$ cat config.mk
export PLATFORM = sky130hd
export DESIGN_NAME = multichannel_moving_average_core
export DESIGN_NICKNAME = d
export VERILOG_FILES = /design/src/rtl/mma_pkg.sv /design/src/rtl/mma_fifo.sv /design/src/rtl/mma_front.sv /design/src/rtl/mma_back.sv /design/src/rtl/multichannel_moving_average_core.sv
export SDC_FILE = /design/constraint.sdc
export NUM_CORES = 1
export LEC_CHECK = 0
export BUFFER_PORTS_ARGS = -buffer_cell sky130_fd_sc_hd__buf_2
export CORE_MARGIN = 2
export CORE_UTILIZATION = 65
export CTS_CLUSTER_SIZE = 40
export DETAILED_ROUTE_END_ITERATION = 6
export HOLD_SLACK_MARGIN = 0.08
export PLACE_DENSITY_LB_ADDON = 0.2
export REMOVE_ABC_BUFFERS = 1
export SYNTH_ARGS = -nofsm -noshare
export SYNTH_HDL_FRONTEND = slang
export SYNTH_SLANG_ARGS = --single-unit
$ cat constraint.sdc
create_clock -name clk -period 13.2 [get_ports clk]
set_input_delay 1.98 -clock clk [delete_from_list [all_inputs] [get_ports clk]]
set_output_delay 1.98 -clock clk [all_outputs]
set_load 0.05 [all_outputs]
$ cat src/rtl/mma_pkg.sv
package mma_pkg;

  localparam int NUM_CHANNELS_DEFAULT = 6;
  localparam int WINDOW_DEFAULT       = 8;

  localparam int CHANNEL_W = 3;
  localparam int SAMPLE_W  = 12;
  localparam int SUM_W     = 18;

  localparam int MID_DEPTH = 4;
  localparam int OUT_DEPTH = 8;

  typedef struct packed {
    logic [CHANNEL_W-1:0] channel;
    logic [SAMPLE_W-1:0]  sample;
  } in_t;

  typedef struct packed {
    logic [CHANNEL_W-1:0] channel_out;
    logic [SAMPLE_W-1:0]  average;
  } out_t;

  typedef struct packed {
    logic                 in_range;
    logic [CHANNEL_W-1:0] channel;
    logic [SAMPLE_W-1:0]  sample;
  } mid_t;

endpackage

$ cat src/rtl/mma_fifo.sv
module mma_fifo #(
  parameter int WIDTH = 16,
  parameter int DEPTH = 4
) (
  input  logic             clk,
  input  logic             rst,
  input  logic             wr_en,
  input  logic [WIDTH-1:0] wr_data,
  input  logic             rd_en,
  output logic [WIDTH-1:0] rd_data,
  output logic             full,
  output logic             empty
);

  localparam int PTR_W = (DEPTH > 1) ? $clog2(DEPTH) : 1;
  localparam int CNT_W = $clog2(DEPTH + 1);

  logic [WIDTH-1:0] mem [DEPTH];
  logic [PTR_W-1:0] wr_ptr;
  logic [PTR_W-1:0] rd_ptr;
  logic [CNT_W-1:0] count;

  logic do_wr;
  logic do_rd;

  assign full    = (count == CNT_W'(DEPTH));
  assign empty   = (count == '0);
  assign do_wr   = wr_en && !full;
  assign do_rd   = rd_en && !empty;
  assign rd_data = mem[rd_ptr];

  always_ff @(posedge clk) begin
    if (do_wr) begin
      mem[wr_ptr] <= wr_data;
    end
  end

  always_ff @(posedge clk) begin
    if (rst) begin
      wr_ptr <= '0;
      rd_ptr <= '0;
      count  <= '0;
    end else begin
      if (do_wr) begin
        wr_ptr <= (wr_ptr == PTR_W'(DEPTH - 1)) ? '0 : wr_ptr + 1'b1;
      end
      if (do_rd) begin
        rd_ptr <= (rd_ptr == PTR_W'(DEPTH - 1)) ? '0 : rd_ptr + 1'b1;
      end
      case ({do_wr, do_rd})
        2'b10:   count <= count + 1'b1;
        2'b01:   count <= count - 1'b1;
        default: count <= count;
      endcase
    end
  end

endmodule

$ cat src/rtl/mma_front.sv
module mma_front #(
  parameter int NUM_CHANNELS = mma_pkg::NUM_CHANNELS_DEFAULT
) (
  input  logic              clk,
  input  logic              rst,
  input  logic              push,
  output logic              full,
  input  mma_pkg::in_t      request,
  output mma_pkg::mid_t     mid_item,
  output logic              mid_valid,
  input  logic              mid_take
);

  import mma_pkg::*;

  mid_t classified;
  logic mid_empty;

  always_comb begin
    classified.in_range = (32'(request.channel) < NUM_CHANNELS);
    classified.channel  = request.channel;
    classified.sample   = request.sample;
  end

  mma_fifo #(
    .WIDTH($bits(mid_t)),
    .DEPTH(MID_DEPTH)
  ) u_mid_fifo (
    .clk    (clk),
    .rst    (rst),
    .wr_en  (push),
    .wr_data(classified),
    .rd_en  (mid_take),
    .rd_data(mid_item),
    .full   (full),
    .empty  (mid_empty)
  );

  assign mid_valid = !mid_empty;

endmodule

$ cat src/rtl/mma_back.sv
module mma_back #(
  parameter int NUM_CHANNELS = mma_pkg::NUM_CHANNELS_DEFAULT,
  parameter int WINDOW       = mma_pkg::WINDOW_DEFAULT
) (
  input  logic              clk,
  input  logic              rst,
  input  mma_pkg::mid_t     mid_item,
  input  logic              mid_valid,
  output logic              mid_take,
  input  logic              pop,
  output logic              empty,
  output mma_pkg::out_t     result
);

  import mma_pkg::*;

  localparam int CH_IDX_W = (NUM_CHANNELS > 1) ? $clog2(NUM_CHANNELS) : 1;
  localparam int POS_W    = (WINDOW > 1) ? $clog2(WINDOW) : 1;
  localparam int MEM_D    = NUM_CHANNELS * WINDOW;
  localparam int ADDR_W   = (MEM_D > 1) ? $clog2(MEM_D) : 1;
  localparam int SHIFT    = SUM_W + $clog2(WINDOW);
  localparam int RECIP_W  = SHIFT + 1;
  localparam int PROD_W   = SUM_W + RECIP_W;
  localparam longint RECIP_L = ((64'(1) << SHIFT) + 64'(WINDOW) - 64'(1)) / WINDOW;
  localparam logic [RECIP_W-1:0] RECIP = RECIP_W'(RECIP_L);
  localparam int OCC_W    = $clog2(OUT_DEPTH + 1);

  // ring store, per-channel ring pointers and sums
  logic [SAMPLE_W-1:0] mem [MEM_D];
  logic [POS_W-1:0]    pos [NUM_CHANNELS];
  logic                wrapped [NUM_CHANNELS];
  logic [SUM_W-1:0]    sum [NUM_CHANNELS];

  logic [OCC_W-1:0]    occ;
  logic                issue;
  logic [CH_IDX_W-1:0] a_idx;
  logic [POS_W-1:0]    a_pos;
  logic [ADDR_W-1:0]   a_addr;

  logic                b_valid;
  logic                b_in_range;
  logic                b_old_valid;
  logic [CHANNEL_W-1:0] b_ch;
  logic [SAMPLE_W-1:0] b_sample;
  logic [SAMPLE_W-1:0] b_rdata;
  logic [CH_IDX_W-1:0] b_idx;
  logic [SAMPLE_W-1:0] b_old;
  logic [SUM_W-1:0]    sum_next;

  logic                c_valid;
  logic                c_in_range;
  logic [CHANNEL_W-1:0] c_ch;
  logic [SUM_W-1:0]    c_sum;

  logic                d_valid;
  logic                d_in_range;
  logic [CHANNEL_W-1:0] d_ch;
  logic [PROD_W-1:0]   d_prod;

  out_t                out_item;
  logic                out_full;
  logic                popped;

  // issue only with a guaranteed slot in the output queue
  assign issue    = mid_valid && (occ < OCC_W'(OUT_DEPTH));
  assign mid_take = issue;
  assign popped   = pop && !empty;

  assign a_idx  = CH_IDX_W'(mid_item.channel);
  assign a_pos  = pos[a_idx];
  assign a_addr = ADDR_W'(a_idx) * ADDR_W'(WINDOW) + ADDR_W'(a_pos);

  always_ff @(posedge clk) begin
    if (issue) begin
      b_rdata <= mem[a_addr];
      if (mid_item.in_range) begin
        mem[a_addr] <= mid_item.sample;
      end
    end
  end

  always_ff @(posedge clk) begin
    if (rst) begin
      occ <= '0;
      for (int i = 0; i < NUM_CHANNELS; i++) begin
        pos[i]     <= '0;
        wrapped[i] <= 1'b0;
        sum[i]     <= '0;
      end
      b_valid <= 1'b0;
      c_valid <= 1'b0;
      d_valid <= 1'b0;
    end else begin
      case ({issue, popped})
        2'b10:   occ <= occ + 1'b1;
        2'b01:   occ <= occ - 1'b1;
        default: occ <= occ;
      endcase
      if (issue && mid_item.in_range) begin
        if (a_pos == POS_W'(WINDOW - 1)) begin
          pos[a_idx]     <= '0;
          wrapped[a_idx] <= 1'b1;
        end else begin
          pos[a_idx] <= a_pos + 1'b1;
        end
      end
      if (b_valid && b_in_range) begin
        sum[b_idx] <= sum_next;
      end
      b_valid <= issue;
      c_valid <= b_valid;
      d_valid <= c_valid;
    end
  end

  // stage A -> B
  always_ff @(posedge clk) begin
    b_in_range  <= mid_item.in_range;
    b_old_valid <= wrapped[a_idx];
    b_ch        <= mid_item.channel;
    b_sample    <= mid_item.sample;
  end

  // unwritten ring entries read as zero until the channel wraps
  assign b_idx    = CH_IDX_W'(b_ch);
  assign b_old    = b_old_valid ? b_rdata : '0;
  assign sum_next = sum[b_idx] - SUM_W'(b_old) + SUM_W'(b_sample);

  always_ff @(posedge clk) begin
    c_in_range <= b_in_range;
    c_ch       <= b_ch;
    c_sum      <= sum_next;
  end

  // floor(sum / WINDOW) by reciprocal multiply
  always_ff @(posedge clk) begin
    d_in_range <= c_in_range;
    d_ch       <= c_ch;
    d_prod     <= PROD_W'(c_sum) * PROD_W'(RECIP);
  end

  always_comb begin
    out_item.channel_out = d_ch;
    out_item.average     = d_in_range ? d_prod[SHIFT +: SAMPLE_W] : '0;
  end

  mma_fifo #(
    .WIDTH($bits(out_t)),
    .DEPTH(OUT_DEPTH)
  ) u_out_fifo (
    .clk    (clk),
    .rst    (rst),
    .wr_en  (d_valid),
    .wr_data(out_item),
    .rd_en  (pop),
    .rd_data(result),
    .full   (out_full),
    .empty  (empty)
  );

  logic unused_full;
  assign unused_full = out_full;

endmodule

$ cat src/rtl/multichannel_moving_average_core.sv
// Channel   Handshake     Payload
// -------   -----------   -------------------------------------------
// request   push / full   channel (3b), sample (12b)
// result    pop / empty   channel_out (3b), average (12b)
//
// One transaction per cycle sustained while the result side keeps up; a
// transaction passes through the input queue, ring store read, sum update,
// reciprocal multiply, output queue. The per-channel sum is updated in a
// single stage, so same-channel transactions follow back to back.
// Reset (rst, synchronous) clears queues, ring pointers and sums; no
// clearing pass over the ring store. A stalled result side fills the
// output queue, then the input queue, then raises full.
module multichannel_moving_average_core #(
  parameter int NUM_CHANNELS = mma_pkg::NUM_CHANNELS_DEFAULT,
  parameter int WINDOW       = mma_pkg::WINDOW_DEFAULT
) (
  input  logic          clk,
  input  logic          rst,
  input  logic          push,
  output logic          full,
  input  mma_pkg::in_t  request,
  output logic          empty,
  input  logic          pop,
  output mma_pkg::out_t result
);

  import mma_pkg::*;

  mid_t mid_item;
  logic mid_valid;
  logic mid_take;

  mma_front #(
    .NUM_CHANNELS(NUM_CHANNELS)
  ) u_front (
    .clk      (clk),
    .rst      (rst),
    .push     (push),
    .full     (full),
    .request  (request),
    .mid_item (mid_item),
    .mid_valid(mid_valid),
    .mid_take (mid_take)
  );

  mma_back #(
    .NUM_CHANNELS(NUM_CHANNELS),
    .WINDOW      (WINDOW)
  ) u_back (
    .clk      (clk),
    .rst      (rst),
    .mid_item (mid_item),
    .mid_valid(mid_valid),
    .mid_take (mid_take),
    .pop      (pop),
    .empty    (empty),
    .result   (result)
  );

endmodule

==> run metrics, run 1 <==
Syn. warnings=0; WL/cell=about 29 um; RD Place Congestion=roughly 0.93; Routed Antenna Nets=0; clk slew on worst S/H paths=0.06 ns; worst skew pair latency=about 0.67 ns; Worst EP arrival=about 7.3 ns; Place WS=~6.3 ns; Initial Utilization=0.661; max-cap viol count=0; met3 Track Usage GR=0.0682; Achievable Freq=142 MHz; final-report max-slew violation count=0; largest net degree at the start of global routing=60; reg-to-reg endpoint=u_back.mem[36][8]; Final WS setup=between 6 and 7 ns; # H-tree levels=3; area share of xor/xnor cells in the synthesized design=0.00394; crit-path cells=mux2_4, o21ai_4, inv_2, nor2_1, a22oi_4, nand2_8, buf_4, inv_2, nor2_2, nand2_1, nor2_1; most common cell after layout, fill and taps aside=edfxtp_1; headroom to the max-slew limit=0.0281; Synth Area per Inst=roughly 17 um2; Storage cell area=29300 um2; post-synth cell types=70; CP Capture Point=u_back.mem[36][8]; share of layout cells above drive strength 1=0.186; vias per cell=6.78; Crit. End Element=register; DR vias=~23000; hpwl dp=56700 um; failing checks=DRC; vias in the first global route=around 22000; Cells after Synth=roughly 2400; hold_buf cts=0; root buffer cell=clkbuf_16; worst setup path category=reg2reg; global-route wire length before repair=around 140000 um; Clock Path Buffers=3; dominant synthesized flop cell=edfxtp_1; initial antenna violation count=3; final hold slack=0.326 ns; Async S/R FF share, synth=0; Post-CTS Resized=0; most frequent cells in the layout=924 x edfxtp_1, 174 x nor2_1, 133 x nand2_1; Post-CTS Setup Repair Bufs=0; GR Util met2=0.460; Worst Path Required=roughly 13 ns; largest family of logic cells by synthesized area=multiplexers; RSZ-0062 raised after global routing=no; highest cell delay on the worst timing path=0.96 ns; nets=around 2500; crit share post-route=0.534; CORE AREA=between 60000 and 70000 um2; Critical-path top delay cell=dfxtp_1; Synth Cell Area=approximately 40000 um2; clk sinks=1002; total grt overflow=0; I/O pin count=36; CP max FO=59; Adder-Cell Fraction of Synth Area=0.0178; Die X=~250 um; FILL cells=~3600; Port Buf Inserts=35; CTS buffer count=95; area of the multi-input gates=9970 um2; # setup viols final=0; Iter 0 DRT Violations=between 3000 and 4000; Final Skew=between 0.02 and 0.03 ns; drt total wl=between 90000 and 100000 um; Core Rows=90; sequential area share after synthesis=0.732; post-synthesis mux area share=0.0999; Core Util, Final=0.728; status=finished, violations left; Min Clock Period, post-route=7.05 ns; reg-to-reg slack, setup=between 6 and 7 ns; R2R depth=11; Tot GR Track Use=0.303; GR Util met1=0.443; post-synth top area cell=edfxtp_1; top post-synthesis cells by area=edfxtp_1 69%, mux4_2 4.4%, dfxtp_1 3.9%; setup_tns=0 ns; GR peak layer=met2; Tightest Pin Transition=~1.5 ns; Yosys top cell area share=0.693; Hold WC Path Type=reg2reg; CTS tree=built; simple logic cell fraction of the synthesized area=0.0563; DRC=10; Detailed Routing Iterations Pass 1=7; Fin. Hold Viols=0; Die Y=roughly 250 um; die footprint=approximately 64000 um2; FF+latch count, synth=around 1000; Startpoint Class=register; area grow syn2layout=10.1%; Post-synth EDFFs=around 920; compound-cell area share of the yosys netlist=0.0685
[metal layers]
metal	wire length, um	share of wire	up-vias
met4	3230	0.034	2
met2	43800	0.46	1500
met3	10700	0.11	218
met1	37200	0.39	11300
met5	13	0.00014	-
li1	-	-	9559
[through the flow]
stage / cell area [um2] / cells
2_1_floorplan: 39400 / 2290
3_3_place_gp: 41000 / 3148
3_5_place_dp: 41000 / 3148
4_1_cts: 44100 / 3325
5_1_grt: 44100 / 3325
6_report: 44100 / 3326
[worst min-delay path by stage]
stage                     startpoint           endpoint  cells after the start
finish              u_back.c_sum[12]  u_back.d_prod[30]                      0
global placement      u_back.c_ch[0]     u_back.d_ch[0]                      0
CTS                  u_back.c_sum[9]  u_back.d_prod[27]                      0
detailed placement    u_back.c_ch[0]     u_back.d_ch[0]                      0
floorplan             u_back.c_ch[0]     u_back.d_ch[0]                      0
global route         u_back.c_sum[9]  u_back.d_prod[27]                      0
[flip-flops by register name (all words and copies together) (netlist names), 4 cells and up, named ones only]
signal,cells
u_back.wrapped,8
u_back.b_sample,12
u_back.u_out_fifo.mem,120
u_back.c_sum,12
u_back.mem,576
u_back.b_rdata,12
u_back.occ,4
u_back.sum,120
u_back.pos,24
u_back.u_out_fifo.count,4
u_front.u_mid_fifo.mem,64
u_back.d_prod,12
[area by class of cell]
class                           instances  area share
Antenna cell                            1   0.0000568
Clock buffer                          127      0.0592
Clock inverter                         50      0.0103
Inverter                               69     0.00593
Multi-Input combinational cell       1219       0.226
Sequential cell                      1002       0.665
Tap cell                              782      0.0222
Timing Repair Buffer                   76      0.0110
[critical path: cells and delay by family, from the launching register on]
family          cells  cell delay, ns
buf+inv             3            1.20
compound gates      2            0.77
flops               1            0.96
simple gates        5            3.27
mux                 1            0.37
[kinds of logic (layout without fill, tap and decap cells)]
group | Yosys count | in the layout
AOI/OAI and AO/OA | 382 | 382
xor gates and xnor gates | 18 | 18
adders and majority gates | 48 | 48
buffers and inverters | 190 | 322
DFF | 1002 | 1002
muxes | 279 | 279
other | 0 | 1
and+or+nand+nor | 492 | 492
[Yosys cell counts, types with 6 or more instances]
library cell,instances
a21oi_1,69
a221oi_1,83
a221oi_2,6
mux2i_1,49
a22oi_1,72
or2_2,7
inv_1,64
buf_1,16
clkbuf_1,50
mux2_2,124
dfxtp_1,78
o211ai_1,20
o21ai_1,17
a2bb2oi_1,7
mux4_2,78
o21ai_0,57
mux2_4,8
nor2_1,175
buf_2,36
xnor2_1,9
fa_1,15
nand3_1,37
edfxtp_1,924
and3_1,18
xor2_1,9
o221ai_1,8
buf_6,9
nand2_1,134
o2111ai_1,7
buf_4,10
nor2b_1,10
ha_1,33
and2_1,28
mux2_1,19
nand2b_1,14
nor3_1,38
Power of run 1 is not shown: default switching activity piles up to over one toggle a cycle in this logic, so the estimate is an artifact.
==> inputs of run 2 (changes only) <==
--- a/config.mk
+++ b/config.mk
@@ -7,7 +7,7 @@
 export LEC_CHECK = 0
 export BUFFER_PORTS_ARGS = -buffer_cell sky130_fd_sc_hd__buf_2
 export CORE_MARGIN = 2
-export CORE_UTILIZATION = 65
+export CORE_UTILIZATION = 57
 export CTS_CLUSTER_SIZE = 40
 export DETAILED_ROUTE_END_ITERATION = 6
 export HOLD_SLACK_MARGIN = 0.08
==> constraint.sdc (replaced) <==
create_clock -name clk -period 6.48 [get_ports clk]
set_input_delay 0.972 -clock clk [delete_from_list [all_inputs] [get_ports clk]]
set_output_delay 0.972 -clock clk [all_outputs]
set_load 0.05 [all_outputs]
==> run 2 against run 1 <==
Effect of this change: the run now ends clean; sequential cell count unchanged; hold slack about the same; first-iteration DRC count decreased by 14%; wire length increased by 1.7%; critical path depth increased by 4; utilization decreased by 8.6 points; sequential share of layout area decreased by 1.0 points; die area increased by 14%; register-to-register slack got worse by 5.0 ns; via count decreased by 0.47%; clock-buffer cell count increased by 9.
==> run metrics, run 2 (synthesis gave the netlist of run 1 again) <==
status=finished, final reports clean; Worst EP arrival=roughly 5.7 ns; global-route wire length before repair=143000 um; CTS buffer count=98; area grow syn2layout=11.8%; RD Place Congestion=roughly 0.9; Detailed Routing Iterations Pass 1=6; Die X=between 200 and 300 um; final instance area=between 40000 and 50000 um2; drt total wl=between 90000 and 100000 um; Die Y=269 um; WL/cell=27.3 um; final-report max-slew violation count=0; # setup viols final=0; Tot GR Track Use=0.270; RSZ-0062 raised after global routing=no; Iter 0 DRT Violations=2841; worst skew pair latency=around 0.67 ns; largest net degree at the start of global routing=50; Port Buf Inserts=35; worst setup path category=reg2reg; largest reg by FF count=u_back.mem; share of layout cells above drive strength 1=0.202; Routed Antenna Nets=0; Startpoint Class=register; max-cap viol count=0; Tightest Pin Transition=1.29 ns; most frequent cells in the layout=924 x edfxtp_1, 174 x nor2_1, 133 x nand2_1; CP max FO=21; Post-CTS Setup Repair Bufs=0; Clock Path Buffers=3; most common cell after layout, fill and taps aside=edfxtp_1; root buffer cell=clkbuf_16; hold_buf cts=0; # H-tree levels=3; crit share post-route=0.828; Hold WC Path Type=reg2reg; vias in the first global route=about 22000; DRC=0; CTS tree=built; Final Skew=~0.052 ns; Initial Utilization=0.574; clk sinks=1002; initial antenna violation count=4; nets=around 2600; hpwl dp=about 60000 um; headroom to the max-slew limit=0.142; Placed Area=between 40000 and 50000 um2; vias per cell=6.34; number of flip-flops under the largest register name=roughly 580; CORE AREA=around 70000 um2; Core Rows=between 90 and 100; Post-CTS Resized=0; die footprint=72400 um2; Achievable Freq=approximately 190 MHz; Min Clock Period, post-route=roughly 5.4 ns; I/O pin count=36; Largest regs=u_back.mem x576, u_back.sum x120, u_back.u_out_fifo.mem x120; clk slew on worst S/H paths=around 0.070 ns; Fin. Hold Viols=0; total grt overflow=0; DR vias=around 22000; Crit. End Element=register; Core Util, Final=0.642; Worst Path Required=6.84 ns
run 2: changes by cell type in the layout (fill, tap and decap cells not counted):
cell,before,now
clkbuf_16,97,98
clkbuf_1,23,28
clkbuf_8,7,10
diode_2,1,2
inv_16,0,3
clkinv_2,19,17
clkinv_1,16,14
bufinv_16,6,7
buf_4,41,89
inv_6,1,2
clkinv_8,3,1
run 2: stage by stage:
stage                     std cells  TNS [ns]  hold WS (ns)  setup WS (ns)
final                          3541         0         0.326           1.11
after detailed placement       3354         0         0.312           1.16
after CTS                      3539         0         0.326           1.12
after global routing           3540         0         0.336          0.528
after global placement         3354         0         0.310           1.31
after floorplan                2290    -0.858         0.310        -0.0120
run 2: metal layers:
layer	share of wire	GRT usage	wire, um	vias to the layer above
met5	0.00028	0	27	-
met3	0.098	0.0600	9460	174
met1	0.40	0.382	38700	11400
met2	0.47	0.421	45700	1175
li1	-	-	-	9654
met4	0.028	0.0887	2720	4
run 2: final cells by class:
| class | instances | area [um2] |
|---|---|---|
| antenna | 2 | 5.00 |
| clock buffer | 136 | 2700 |
| clock inverter | 49 | 503 |
| fill | 4866 | 25000 |
| inverter | 69 | 262 |
| multi-input combinational | 1219 | 9970 |
| sequential | 1002 | 29300 |
| tap | 940 | 1180 |
| timing repair buffer | 124 | 843 |
run 2: final timing paths:
kind | start | endpoint | slack (ns) | cells past startpoint
setup / recovery | u_back.b_ch[0] | u_back.sum[6][14] | 1.11 | 15
hold / removal | u_back.c_ch[1] | u_back.d_ch[1] | 0.33 | 0
setup reg to reg | u_back.b_ch[0] | u_back.sum[6][14] | 1.11 | 15
hold reg to reg | u_back.c_ch[1] | u_back.d_ch[1] | 0.33 | 0
run 2: critical path, cell delays in order, from the launching register on:
cell and delay (ns):
dfxtp_2 0.75, buf_4 0.48, mux4_2 0.58, mux2i_1 0.21
fa_1 0.46, inv_1 0.07, ha_1 0.16, nor2b_1 0.14
o21ai_0 0.12, a21boi_0 0.36, o21ai_0 0.18, a21boi_0 0.33
o2111ai_1 0.18, a31oi_1 0.30, mux2i_1 0.53, a21oi_1 0.18
Power of run 2 is left out for the same reason.
